## src/hw/rtl/masked_neighbor_pad_fill_assert.svh

```systemverilog
// Assertion macros used by the padding block's controller.
`ifndef MASKED_NEIGHBOR_PAD_FILL_ASSERT_SVH
`define MASKED_NEIGHBOR_PAD_FILL_ASSERT_SVH
`ifndef SYNTHESIS
`define MNPF_ASSERT_IMP(label, ante, cons) \
    label: assert property (@(posedge aclk) disable iff (!aresetn) (ante) |-> (cons)) \
        else $error("assertion failed");
`define MNPF_ASSERT_NXT(label, ante, cons) \
    label: assert property (@(posedge aclk) disable iff (!aresetn) (ante) |=> (cons)) \
        else $error("assertion failed");
`else
`define MNPF_ASSERT_IMP(label, ante, cons)
`define MNPF_ASSERT_NXT(label, ante, cons)
`endif
`endif

```

## src/hw/rtl/mnpf_pkg.sv

```systemverilog
// Package with constants, types and helper functions of the padding block.
`timescale 1ns / 1ps
package mnpf_pkg;
    localparam int MAX_WIDTH = 1024;
    localparam int RING_LEN  = 2 * MAX_WIDTH + 3;
    localparam int RING_AW   = $clog2(RING_LEN);
    localparam int BL_W      = $clog2(RING_LEN + 1);
    localparam int COL_W     = $clog2(MAX_WIDTH);
    localparam int EW_W      = $clog2(MAX_WIDTH + 1);
    localparam int WREG_W    = 11;
    localparam int HREG_W    = 13;
    localparam int OFF_W     = RING_AW + 2;
    localparam int PIX_W     = 33;
    localparam int SUM_W     = 11;
    localparam int RCP_W     = 17;
    localparam int PROD_W    = SUM_W + RCP_W;
    localparam int S_DATA_W  = 40;
    localparam int M_DATA_W  = 40;
    localparam int CFG_W     = 13;
    localparam int SLOT_LAST = 8;
    localparam int SLOT_CTR  = 4;

    localparam logic REG_IMAGE_WIDTH  = 1'b0;
    localparam logic REG_IMAGE_HEIGHT = 1'b1;
    localparam logic OP_PIXEL = 1'b0;
    localparam logic OP_DRAIN = 1'b1;

    typedef enum logic [2:0] {
        S_IDLE,
        S_ADDR,
        S_READ,
        S_WAIT,
        S_DIV,
        S_LOAD
    } state_t;

    typedef struct packed {
        logic       take;
        logic       capture;
        logic       issue;
        logic [3:0] slot;
        logic       divide;
        logic       load;
    } cmd_t;

    typedef struct packed {
        logic want_release;
        logic out_free;
    } status_t;

    // Reciprocal scaled by 2^16, rounded up; exact for dividends below 2048.
    function automatic logic [RCP_W-1:0] recip(input logic [3:0] n);
        logic [RCP_W-1:0] r;
        case (n)
            4'd1:    r = 17'd65536;
            4'd2:    r = 17'd32768;
            4'd3:    r = 17'd21846;
            4'd4:    r = 17'd16384;
            4'd5:    r = 17'd13108;
            4'd6:    r = 17'd10923;
            4'd7:    r = 17'd9363;
            4'd8:    r = 17'd8192;
            default: r = 17'd0;
        endcase
        return r;
    endfunction
endpackage

```

## src/hw/rtl/mnpf_ctrl.sv

```systemverilog
// Controller state machine sequencing acceptance, window reads and result loading.
`timescale 1ns / 1ps
`include "masked_neighbor_pad_fill_assert.svh"
module mnpf_ctrl import mnpf_pkg::*; (
    input  logic    aclk,
    input  logic    aresetn,
    input  logic    s_tvalid,
    output logic    s_tready,
    input  status_t status,
    output cmd_t    cmd
);
    state_t     state_reg, state_next;
    logic [3:0] slot_reg, slot_next;

    always_ff @(posedge aclk) begin
        if (!aresetn) begin
            state_reg <= S_IDLE;
            slot_reg  <= '0;
        end else begin
            state_reg <= state_next;
            slot_reg  <= slot_next;
        end
    end

    always_comb begin
        state_next  = state_reg;
        slot_next   = slot_reg;
        cmd         = '0;
        cmd.slot    = slot_reg;
        s_tready    = 1'b0;
        case (state_reg)
            S_IDLE: begin
                s_tready = 1'b1;
                cmd.take = s_tvalid;
                if (s_tvalid && status.want_release) begin
                    state_next = S_ADDR;
                end
            end
            S_ADDR: begin
                cmd.capture = 1'b1;
                slot_next   = '0;
                state_next  = S_READ;
            end
            S_READ: begin
                cmd.issue = 1'b1;
                if (slot_reg == 4'(SLOT_LAST)) begin
                    state_next = S_WAIT;
                end else begin
                    slot_next = slot_reg + 4'd1;
                end
            end
            S_WAIT: begin
                state_next = S_DIV;
            end
            S_DIV: begin
                cmd.divide = 1'b1;
                state_next = S_LOAD;
            end
            S_LOAD: begin
                if (status.out_free) begin
                    cmd.load   = 1'b1;
                    state_next = S_IDLE;
                end
            end
            default: begin
                state_next = S_IDLE;
            end
        endcase
    end

    `MNPF_ASSERT_IMP(a_load_free, cmd.load, status.out_free)
    `MNPF_ASSERT_IMP(a_slot_range, state_reg == S_READ, slot_reg <= 4'(SLOT_LAST))
    `MNPF_ASSERT_NXT(a_release_starts, cmd.take && status.want_release, state_reg == S_ADDR)
endmodule

```

## config.mk

```make
export PLATFORM = sky130hd
export DESIGN_NAME = mnpf_ctrl
export DESIGN_NICKNAME = d
export VERILOG_FILES = /design/src/hw/rtl/mnpf_pkg.sv /design/src/hw/rtl/mnpf_ctrl.sv
export VERILOG_INCLUDE_DIRS = /design/src /design/src/hw/rtl
export SDC_FILE = /design/constraint.sdc
export NUM_CORES = 1
export LEC_CHECK = 0
export BUFFER_PORTS_ARGS = -buffer_cell sky130_fd_sc_hd__clkbuf_2
export CAP_MARGIN = 10
export CORE_AREA = 2 2 39 41
export CTS_BUF_LIST = sky130_fd_sc_hd__clkbuf_16
export CTS_CLUSTER_SIZE = 30
export DETAILED_ROUTE_END_ITERATION = 10
export DIE_AREA = 0 0 41 43
export GPL_TIMING_DRIVEN = 0
export PLACE_DENSITY_LB_ADDON = 0.25
export SETUP_SLACK_MARGIN = 0.05
export SLEW_MARGIN = 20
export SYNTH_ARGS = -nofsm -noshare
export SYNTH_HDL_FRONTEND = slang
export SYNTH_SLANG_ARGS = --single-unit
```

## constraint.sdc

```tcl
create_clock -name aclk -period 1.6 [get_ports aclk]
set_input_delay 0 -clock aclk [delete_from_list [all_inputs] [get_ports aclk]]
set_output_delay 0 -clock aclk [all_outputs]
set_load 0.05 [all_outputs]
```

Word level (Yosys, flattened, before mapping):

Cells that the tools add are included.

* output and inout bits: 10
* word-level logic and storage cells: 31
* input bits: 5
* flip-flop bits (word level): 7

* add/subtract/negate cells: 1
* reduce and logical (&&, ||, !) cells: 5
* equality and inequality tests: 10
* multiplexer cells: 13

Operator list (number)
* $pmux 3 s6: 1
* $mux 3: 3
* $ne 2x2->1 const B: 4
* $pmux 4 s2: 1
* $mux 1: 7
* $eq 3x2->1 const B: 2
* $eq 3x3->1 const B: 2
* $add 4x1->4 const B: 1
* $eq 4x4->1 const B: 1
* $mux 4: 1
* $eq 3x1->1 const B: 1
* $logic_not 3->1: 1
* $reduce_and 3->1: 1
* $reduce_and 2->1: 1
* $reduce_bool 2->1: 1
* $logic_and 1x1->1: 1

Longest topological paths before layout:

Gate-level depths: netlist (run 1).

* word-level depth: 3
* depth in mapped cells: 5
* gate-level depth less buffers: 5

Worst setup path after synthesis (run 1):

No wires, ideal clock.

* kind: register to output
* from: reg state_reg[2]
* to: out cmd[8] (netlist name)
* data required time: 1.600 ns
* data arrival time: 2.153 ns
* cell stages (with the launch flop): 4
* buffers on the path: 1
* setup slack: -0.553 ns
* cells stage by stage: dfxtp_1 buf_2 nor3_1 and2_1

RTL lines
* start, declared: line mnpf_ctrl.sv:12 `state_t state_reg, state_next;`
* start signal, assigned: line mnpf_ctrl.sv:20 `state_reg <= state_next;`
* end, declared: line mnpf_ctrl.sv:10 `output cmd_t cmd`

==> impl_metrics.toml, run 1 <==
[cts]
htree_levels = 1
postCtsSetupBuffers = 0
cts_root_buf = "clkbuf_16"
clockBufferDepth = 2
clock_latency_ns = 0.23
numCtsBuffers = 3
cts_tree = "built"
clock-sinks = 7
cts-resized-gates = 0
postCtsHoldBufs = 0
path_clk_slew_ns = 0.04

[floorplan]
ios = 15
dieArea_mm2 = 0.001763
initial_utilization_pct = 32.01
die_w_um = 41
rows = 14
core_mm2 = 0.001384
die_height_um = 43

[yosys]
synth_seq_cells = 7
seq_area_frac_synth_pct = 31.64
postSynth.asyncResetShare_pct = 0
synth_edf_count = 0
synthTopCellsByArea = "dfxtp_1, a21oi_1, ha_1"
yosys.cell_types.count = 26
dominantRegCellSynth = "dfxtp_1"
synth_nets = 62
synthCells = 55
synth_warnings = 0
synth_area_um2 = 442.9
synth.avg_cell_area_um2 = 8.053
synth_top_cell_area_share_pct = 31.64
synth_top_area_cell = "dfxtp_1"

[status]
outcome = "complete, no violations"

[detailed_routing]
num_vias = 452
via_per_inst = 5.079
wl_um = 1136
drc_errors = 0
drtPass1Iterations = 3
drtIter0Drc = 5
antenna_left = 0
wl_per_cell_um = 12.76

[final_layout]
fin_cells = 89
largest_reg_flops = 4
synthToLayoutAreaGrowth_pct = 39.55
layout_commonest_cell = "clkbuf_2"
mostFrequentLayoutCells = "clkbuf_2, dfxtp_1, inv_1, a21oi_1, nor2_1"
nNetsFinal = 81
antenna_cells = 0
fin_util_pct = 44.67
drive_gt1_share_pct = 35.62

[sta]
grt_setup_unrepaired = "no"
final_max_slew_viol_count = 0
fin_skew_ns = 0.0003577
layout_setup_ws_ns = 0.1402
setup_violations = 0
whs_ns = 0.04706
slew_headroom_pct = 80.03
period_minus_slack_ns = 1.460
worst_pin_slew_ns = 0.2990
finalHoldViolations = 0
final.period_utilization_pct = 91.24
max_freq_ghz = 0.6850

[critical_path]
worstSetupStartpointType = "flop"
critPathKind = "reg2out"
cp_max_fo = 10
required_ns = 1.60
r2r-start = "slot_reg[1]$_SDFFE_PN0P_"
ff2ff_path_depth = 5
crit_arrival_ns = 1.46
cp-end-kind = "primary output"
startpoint = "state_reg[2]$_SDFFE_PN0P_"

[place]
port_buffers = 14
placed_cells = 85
routabilityCongestion = 0.7198
dpl.hpwl_um = 819.2
dp_slack_ns = 0.2463

[global_route]
antenna_found_initial = 0
grt_use_met3_pct = 6.283
grt_pass1_wl_um = 1883
grt_pass1_vias = 432
track_usage_pct = 16.47
use_met2_pct = 24.38
met1_usage_pct = 18.97
grt_max_degree = 11
busiest_layer = "met2"
overflow = 0

[pwr]
p_leak_nw = 0.2742
total_power_uw = 706.6
ir_worst_vdd_mv = 0.5171
powerDensity_mw_per_mm2 = 1143

[min_path]
hold_depth = 3
hold_start = "aresetn"
hold_path.class = "in2reg"

[run]
max_cap_violations = 0
-- synthesized netlist by cell type (2+ instances only) --
| cell | number |
|---|---|
| nand2_1 | 3 |
| a21bo_2 | 2 |
| o21ai_0 | 3 |
| buf_2 | 3 |
| inv_1 | 4 |
| nand2b_1 | 2 |
| nor2_1 | 4 |
| a21oi_1 | 5 |
| ha_1 | 2 |
| dfxtp_1 | 7 |
| nor2b_1 | 2 |
| nor3_1 | 4 |
-- metrics by stage --
stage          TNS [ns]  area [µm²]
4_1_cts               0       618.1
3_5_place_dp          0       539.3
6_report              0       618.1
5_1_grt               0       618.1
2_1_floorplan   -0.3067       449.2
3_3_place_gp          0       539.3
-- logic make-up after synthesis --
kind of cell	after synthesis	synth area share, %
muxes	1	2.260
AOI/OAI and AO/OA	14	20.62
DFF	7	31.64
buffers and inverters	7	6.778
and+or+nand+nor	24	33.05
adders and majority gates	2	5.649
-- area by class of cell --
cell class,count,area [µm²]
Buffer,3,15.01
Tap cell,16,20.02
Timing Repair Buffer,14,70.07
Clock inverter,1,3.754
Multi-Input combinational cell,41,277.8
Fill cell,155,765.7
Clock buffer,3,75.07
Sequential cell,7,141.4
Inverter,4,15.01
-- report_power, final --
| part | internal (mW) | total [mW] | switching, mW |
|---|---|---|---|
| logic | 0.0302 | 0.101 | 0.0703 |
| registers | 0.181 | 0.186 | 0.00519 |
| clock network | 0.325 | 0.420 | 0.0949 |
| total | 0.536 | 0.707 | 0.170 |
-- critical path, stage by stage (launching register included) --
cell	delay (ns)
dfxtp_1	0.33
buf_2	0.23
inv_1	0.15
nor3_1	0.21
clkbuf_2	0.30
-- metal layers --
metal / up-vias / share of wire, %
met5: - / 0
met4: 0 / 3.0
met3: 4 / 5.0
met2: 14 / 46
met1: 200 / 46
li1: 234 / -
-- worst paths after layout --
path | end | slack, ns
setup / recovery | cmd[1] | 0.14
hold / removal | slot_reg[1]$_SDFFE_PN0P_ | 0.05
setup reg to reg | slot_reg[2]$_SDFFE_PN0P_ | 0.28
hold reg to reg | slot_reg[1]$_SDFFE_PN0P_ | 0.56
Power figures use the tool's default switching activity.
==> inputs of run 2 (changes only) <==
==> constraint.sdc (replaced) <==
create_clock -name aclk -period 1.6 [get_ports aclk]
set_input_delay 0.24 -clock aclk [delete_from_list [all_inputs] [get_ports aclk]]
set_output_delay 0.24 -clock aclk [all_outputs]
set_load 0.05 [all_outputs]
==> impl_metrics.toml, run 2 (synthesis results as in run 1) <==
[final_layout]
multi_input_comb_area_um2 = 287.8
fill_cells = 152
mostFrequentLayoutCells = "clkbuf_2, buf_4, dfxtp_1, a21oi_1"
area.sequential_um2 = 141.4
fin_cells = 92
antenna_cells = 0
fin_area_um2 = 683.2
largest_reg_flops = 4
nNetsFinal = 84
drive_gt1_share_pct = 42.11
layout_commonest_cell = "clkbuf_2"
synthToLayoutAreaGrowth_pct = 54.24

[global_route]
antenna_found_initial = 0
overflow = 0
track_usage_pct = 17.17
grt_pass1_vias = 454
grt_pass1_wl_um = 1980
grt_max_degree = 11

[detailed_routing]
drtPass1Iterations = 2
drc_errors = 0
via_per_inst = 5.130
antenna_left = 0
wl_um = 1205
num_vias = 472
wl_per_cell_um = 13.10
drtIter0Drc = 2

[floorplan]
die_height_um = 43
rows = 14
ios = 15
die_w_um = 41
initial_utilization_pct = 32.01
dieArea_mm2 = 0.001763
core_mm2 = 0.001384

[critical_path]
cp_max_fo = 9
required_ns = 1.36
rrSetupSlack_ns = 0.28
crit_path_max_incr_delay_ns = 0.35
crit_arrival_ns = 1.28
critPathKind = "reg2out"
crit_chain = "buf_6, clkinvlp_4, nor3_2, buf_4"
ff2ff_path_depth = 5
r2r-start = "slot_reg[1]$_SDFFE_PN0P_"
r2r-end = "slot_reg[2]$_SDFFE_PN0P_"
worstSetupStartpointType = "flop"
crit_path_top_delay_cell = "dfxtp_1"
cp-end-kind = "primary output"

[run]
max_cap_violations = 0

[pwr]
p_leak_nw = 0.2946
ir_worst_vdd_mv = 0.5404
total_power_uw = 720.4
powerDensity_mw_per_mm2 = 1055

[min_path]
hold_path.class = "in2reg"
holdPathEnd = "slot_reg[1]$_SDFFE_PN0P_"
hold_depth = 3
hold_start = "aresetn"

[cts]
clockBufferDepth = 2
postCtsHoldBufs = 0
cts_root_buf = "clkbuf_16"
clock_latency_ns = 0.23
htree_levels = 1
numCtsBuffers = 3
clock-sinks = 7
cts_tree = "built"
path_clk_slew_ns = 0.04

[sta]
final_max_slew_viol_count = 0
worst_pin_slew_ns = 0.2981
fin_skew_ns = 0.001163
slew_headroom_pct = 80.09
max_freq_ghz = 0.6592
setup_violations = 0
finalHoldViolations = 0
grt_setup_unrepaired = "yes"
final.period_utilization_pct = 94.81
period_minus_slack_ns = 1.517

[place]
routabilityCongestion = 0.7198
placed_cells = 85
port_buffers = 14
placed_area_um2 = 539.3
dpl.hpwl_um = 819.2

[status]
outcome = "complete, no violations"
==> run 2: changes by cell type in the layout (fill, tap and decap cells not counted), sizes merged <==
cell / change
buf: +6
clkbuf: -3
clkinvlp: +1
inv: -1
==> run 2: final cells by class <==
type                    count  share of cell area (%)
multi-input cells          41                   42.12
flip-flops and latches      7                   20.70
repair buffers             17                   16.12
clock buffers               3                   10.99
plain buffers               3                   3.846
well taps                  16                   2.930
inverters                   4                   2.747
clock inverters             1                  0.5495
==> run 2: per-layer routing <==
metal | GRT usage [%] | up-vias | part of all wire (%)
met5 | 0 | - | 0
met4 | 10.00 | 0 | 2.8
met2 | 25.94 | 16 | 48
li1 | - | 240 | -
met3 | 6.283 | 4 | 5.6
met1 | 19.61 | 212 | 43
==> run 2: what timing repair did <==
action,4_1_cts,5_1_grt
gates resized for setup,7,12
setup buffers,1,2
endpoints found under the setup margin,3,4
gates cloned,0,0
==> run 2: through the flow <==
| step | util (%) | setup TNS [ns] | hold slack [ns] | worst slack, ns |
|---|---|---|---|---|
| 6_report | 49.37 | 0 | 0.2888 | 0.08312 |
| 4_1_cts | 46.84 | 0 | 0.2844 | 0.05306 |
| 2_1_floorplan | - | -1.027 | 0.3855 | -0.3486 |
| 3_3_place_gp | 38.97 | 0 | 0.5265 | 0.1810 |
| 5_1_grt | 49.37 | 0 | 0.3316 | 0.03763 |
| 3_5_place_dp | 38.97 | 0 | 0.5278 | 0.1461 |
==> run 2: worst max path at each step <==
stage,start,to,depth (start not counted)
2_1_floorplan,state_reg[2]$_SDFFE_PN0P_,cmd[0],3
3_3_place_gp,state_reg[2]$_SDFFE_PN0P_,cmd[0],4
3_5_place_dp,state_reg[2]$_SDFFE_PN0P_,cmd[1],4
4_1_cts,state_reg[2]$_SDFFE_PN0P_,cmd[0],4
5_1_grt,state_reg[2]$_SDFFE_PN0P_,cmd[0],4
6_report,state_reg[2]$_SDFFE_PN0P_,cmd[0],4
==> run 2: critical path, delay by kind of cell, from the launching register on <==
| family | cells | cell delay (ns) |
|---|---|---|
| buf+inv | 3 | 0.50 |
| simple gates | 1 | 0.19 |
| flops | 1 | 0.35 |
==> run 2: where the power goes <==
part           total, mW  internal, mW  switching (mW)
combinational      0.110        0.0378          0.0722
sequential         0.186         0.181         0.00549
clock              0.424         0.325          0.0986
total              0.720         0.544           0.176
==> inputs of run 3 (changes only) <==
- CELL_PAD_IN_SITES_DETAIL_PLACEMENT: not set -> 1
- CELL_PAD_IN_SITES_GLOBAL_PLACEMENT: not set -> 2
- CORE_AREA: 2 2 39 41 -> 2 2 46 48
- DIE_AREA: 0 0 41 43 -> 0 0 48 50
==> impl_metrics.toml, run 3 (synthesis results as in run 1) <==
[final_layout]
mostFrequentLayoutCells = "clkbuf_2, dfxtp_1, a21oi_1, inv_1, nor2_1"
nNetsFinal = 81
layout_commonest_cell = "clkbuf_2"
area.sequential_um2 = 141.4
fin_cells = 100
drive_gt1_share_pct = 36.99
antenna_cells = 0
largest_reg_flops = 4
multi_input_comb_area_um2 = 284.0
fill_cells = 229
synthToLayoutAreaGrowth_pct = 50.56
fin_area_um2 = 666.9

[place]
placed_cells = 96
dp_slack_ns = 0.1496
routabilityCongestion = 0.6916
dpl.hpwl_um = 924.3
port_buffers = 14
placed_area_um2 = 553.0

[detailed_routing]
antenna_left = 0
drtPass1Iterations = 3
wl_per_cell_um = 12.81
drtIter0Drc = 1
via_per_inst = 4.650
num_vias = 465
wl_um = 1281
drc_errors = 0

[pwr]
p_switching_uw = 181.3
p_int_uw = 545.3
pwr-share-clk_pct = 58.9
swShare_pct = 24.95
ir_worst_vdd_mv = 0.4171
pwr-share-comb_pct = 15.4
seqPwrFrac_pct = 25.7
p_leak_nw = 0.2827
powerDensity_mw_per_mm2 = 1090

[critical_path]
worstSetupStartpointType = "flop"
critPathKind = "reg2out"
cp-end-kind = "primary output"
cp_max_fo = 10
crit_path_top_delay_cell = "dfxtp_1"
required_ns = 1.36
crit_chain = "buf_6, inv_2, nor3_1, buf_4"
crit_path_max_incr_delay_ns = 0.34
r2r-start = "slot_reg[1]$_SDFFE_PN0P_"
startpoint = "state_reg[2]$_SDFFE_PN0P_"
crit_arrival_ns = 1.22

[global_route]
track_usage_pct = 13.40
antenna_found_initial = 0
grt_pass1_wl_um = 2145
grt_pass1_vias = 459
grt_max_degree = 11
overflow = 0

[cts]
cts_tree = "built"
clockBufferDepth = 2
clock-sinks = 7
htree_levels = 1
clock_latency_ns = 0.23
numCtsBuffers = 3
cts_root_buf = "clkbuf_16"
postCtsSetupBuffers = 0
path_clk_slew_ns = 0.04

[sta]
period_minus_slack_ns = 1.464
worst_pin_slew_ns = 0.3148
finalHoldViolations = 0
final_max_slew_viol_count = 0
final.period_utilization_pct = 91.51
fin_skew_ns = 0.001647
layout_setup_ws_ns = 0.1358
grt_setup_unrepaired = "yes"
slew_headroom_pct = 78.97
whs_ns = 0.3057
max_freq_ghz = 0.6830
setup_violations = 0
tns_ns = 0

[floorplan]
die_w_um = 48
rows = 16
die_height_um = 50
initial_utilization_pct = 23.29
dieArea_mm2 = 0.002400
ios = 15
core_mm2 = 0.001902

[min_path]
hold_path.class = "in2reg"
hold_start = "aresetn"

[run]
max_cap_violations = 0

[status]
outcome = "complete, no violations"
## run 3: path summary, 6_finish.rpt
kind                                   end  slack [ns]  cells after the start
setup / recovery                    cmd[1]        0.14                      4
setup reg to reg  slot_reg[2]$_SDFFE_PN0P_        0.28                      5
hold reg to reg   slot_reg[2]$_SDFFE_PN0P_        0.55                      1
hold / removal    slot_reg[1]$_SDFFE_PN0P_        0.31                      3
## run 3: stage by stage
stage	power [mW]	utilization, %
3_5_place_dp	0.2915	29.08
5_1_grt	0.7627	35.07
2_1_floorplan	0.2648	-
4_1_cts	0.7339	34.01
3_3_place_gp	0.2907	29.08
6_report	0.7267	35.07
## run 3: routing by layer
metal / global-route usage, % / vias up / routed length (µm)
li1: - / 234 / -
met1: 16.34 / 218 / 577
met2: 17.11 / 9 / 603
met3: 4.029 / 4 / 52
met4: 13.51 / 0 / 48
met5: 0 / - / 0
## run 3: power groups by stage
stage | registers (mW) | clock network (mW) | logic [mW]
6_report | 0.187 | 0.428 | 0.112
5_1_grt | 0.187 | 0.454 | 0.122
4_1_cts | 0.186 | 0.442 | 0.106
3_5_place_dp | 0.189 | 0 | 0.103
3_3_place_gp | 0.189 | 0 | 0.102
2_1_floorplan | 0.194 | 0 | 0.0710
## run 3: what timing repair did
item / in CTS / in global routing
endpoints found under the setup margin: 4 / 4
pin swaps: 0 / 0
gates resized for setup: 7 / 9
hold buffers: 0 / 0
## run 3: layout make-up
cell class | count | area share [%]
buffer | 3 | 4.503
clock buffer | 3 | 11.26
clock inverter | 1 | 0.5629
inverter | 4 | 2.251
multi-input combinational | 41 | 42.59
sequential | 7 | 21.20
tap | 27 | 5.066
timing repair buffer | 14 | 12.57
## run 3: critical path: cells and delay by family, from the launching register on
| kind | cells | cell delay [ns] |
|---|---|---|
| DFF | 1 | 0.34 |
| and+or+nand+nor | 1 | 0.18 |
| buffers and inverters | 3 | 0.46 |
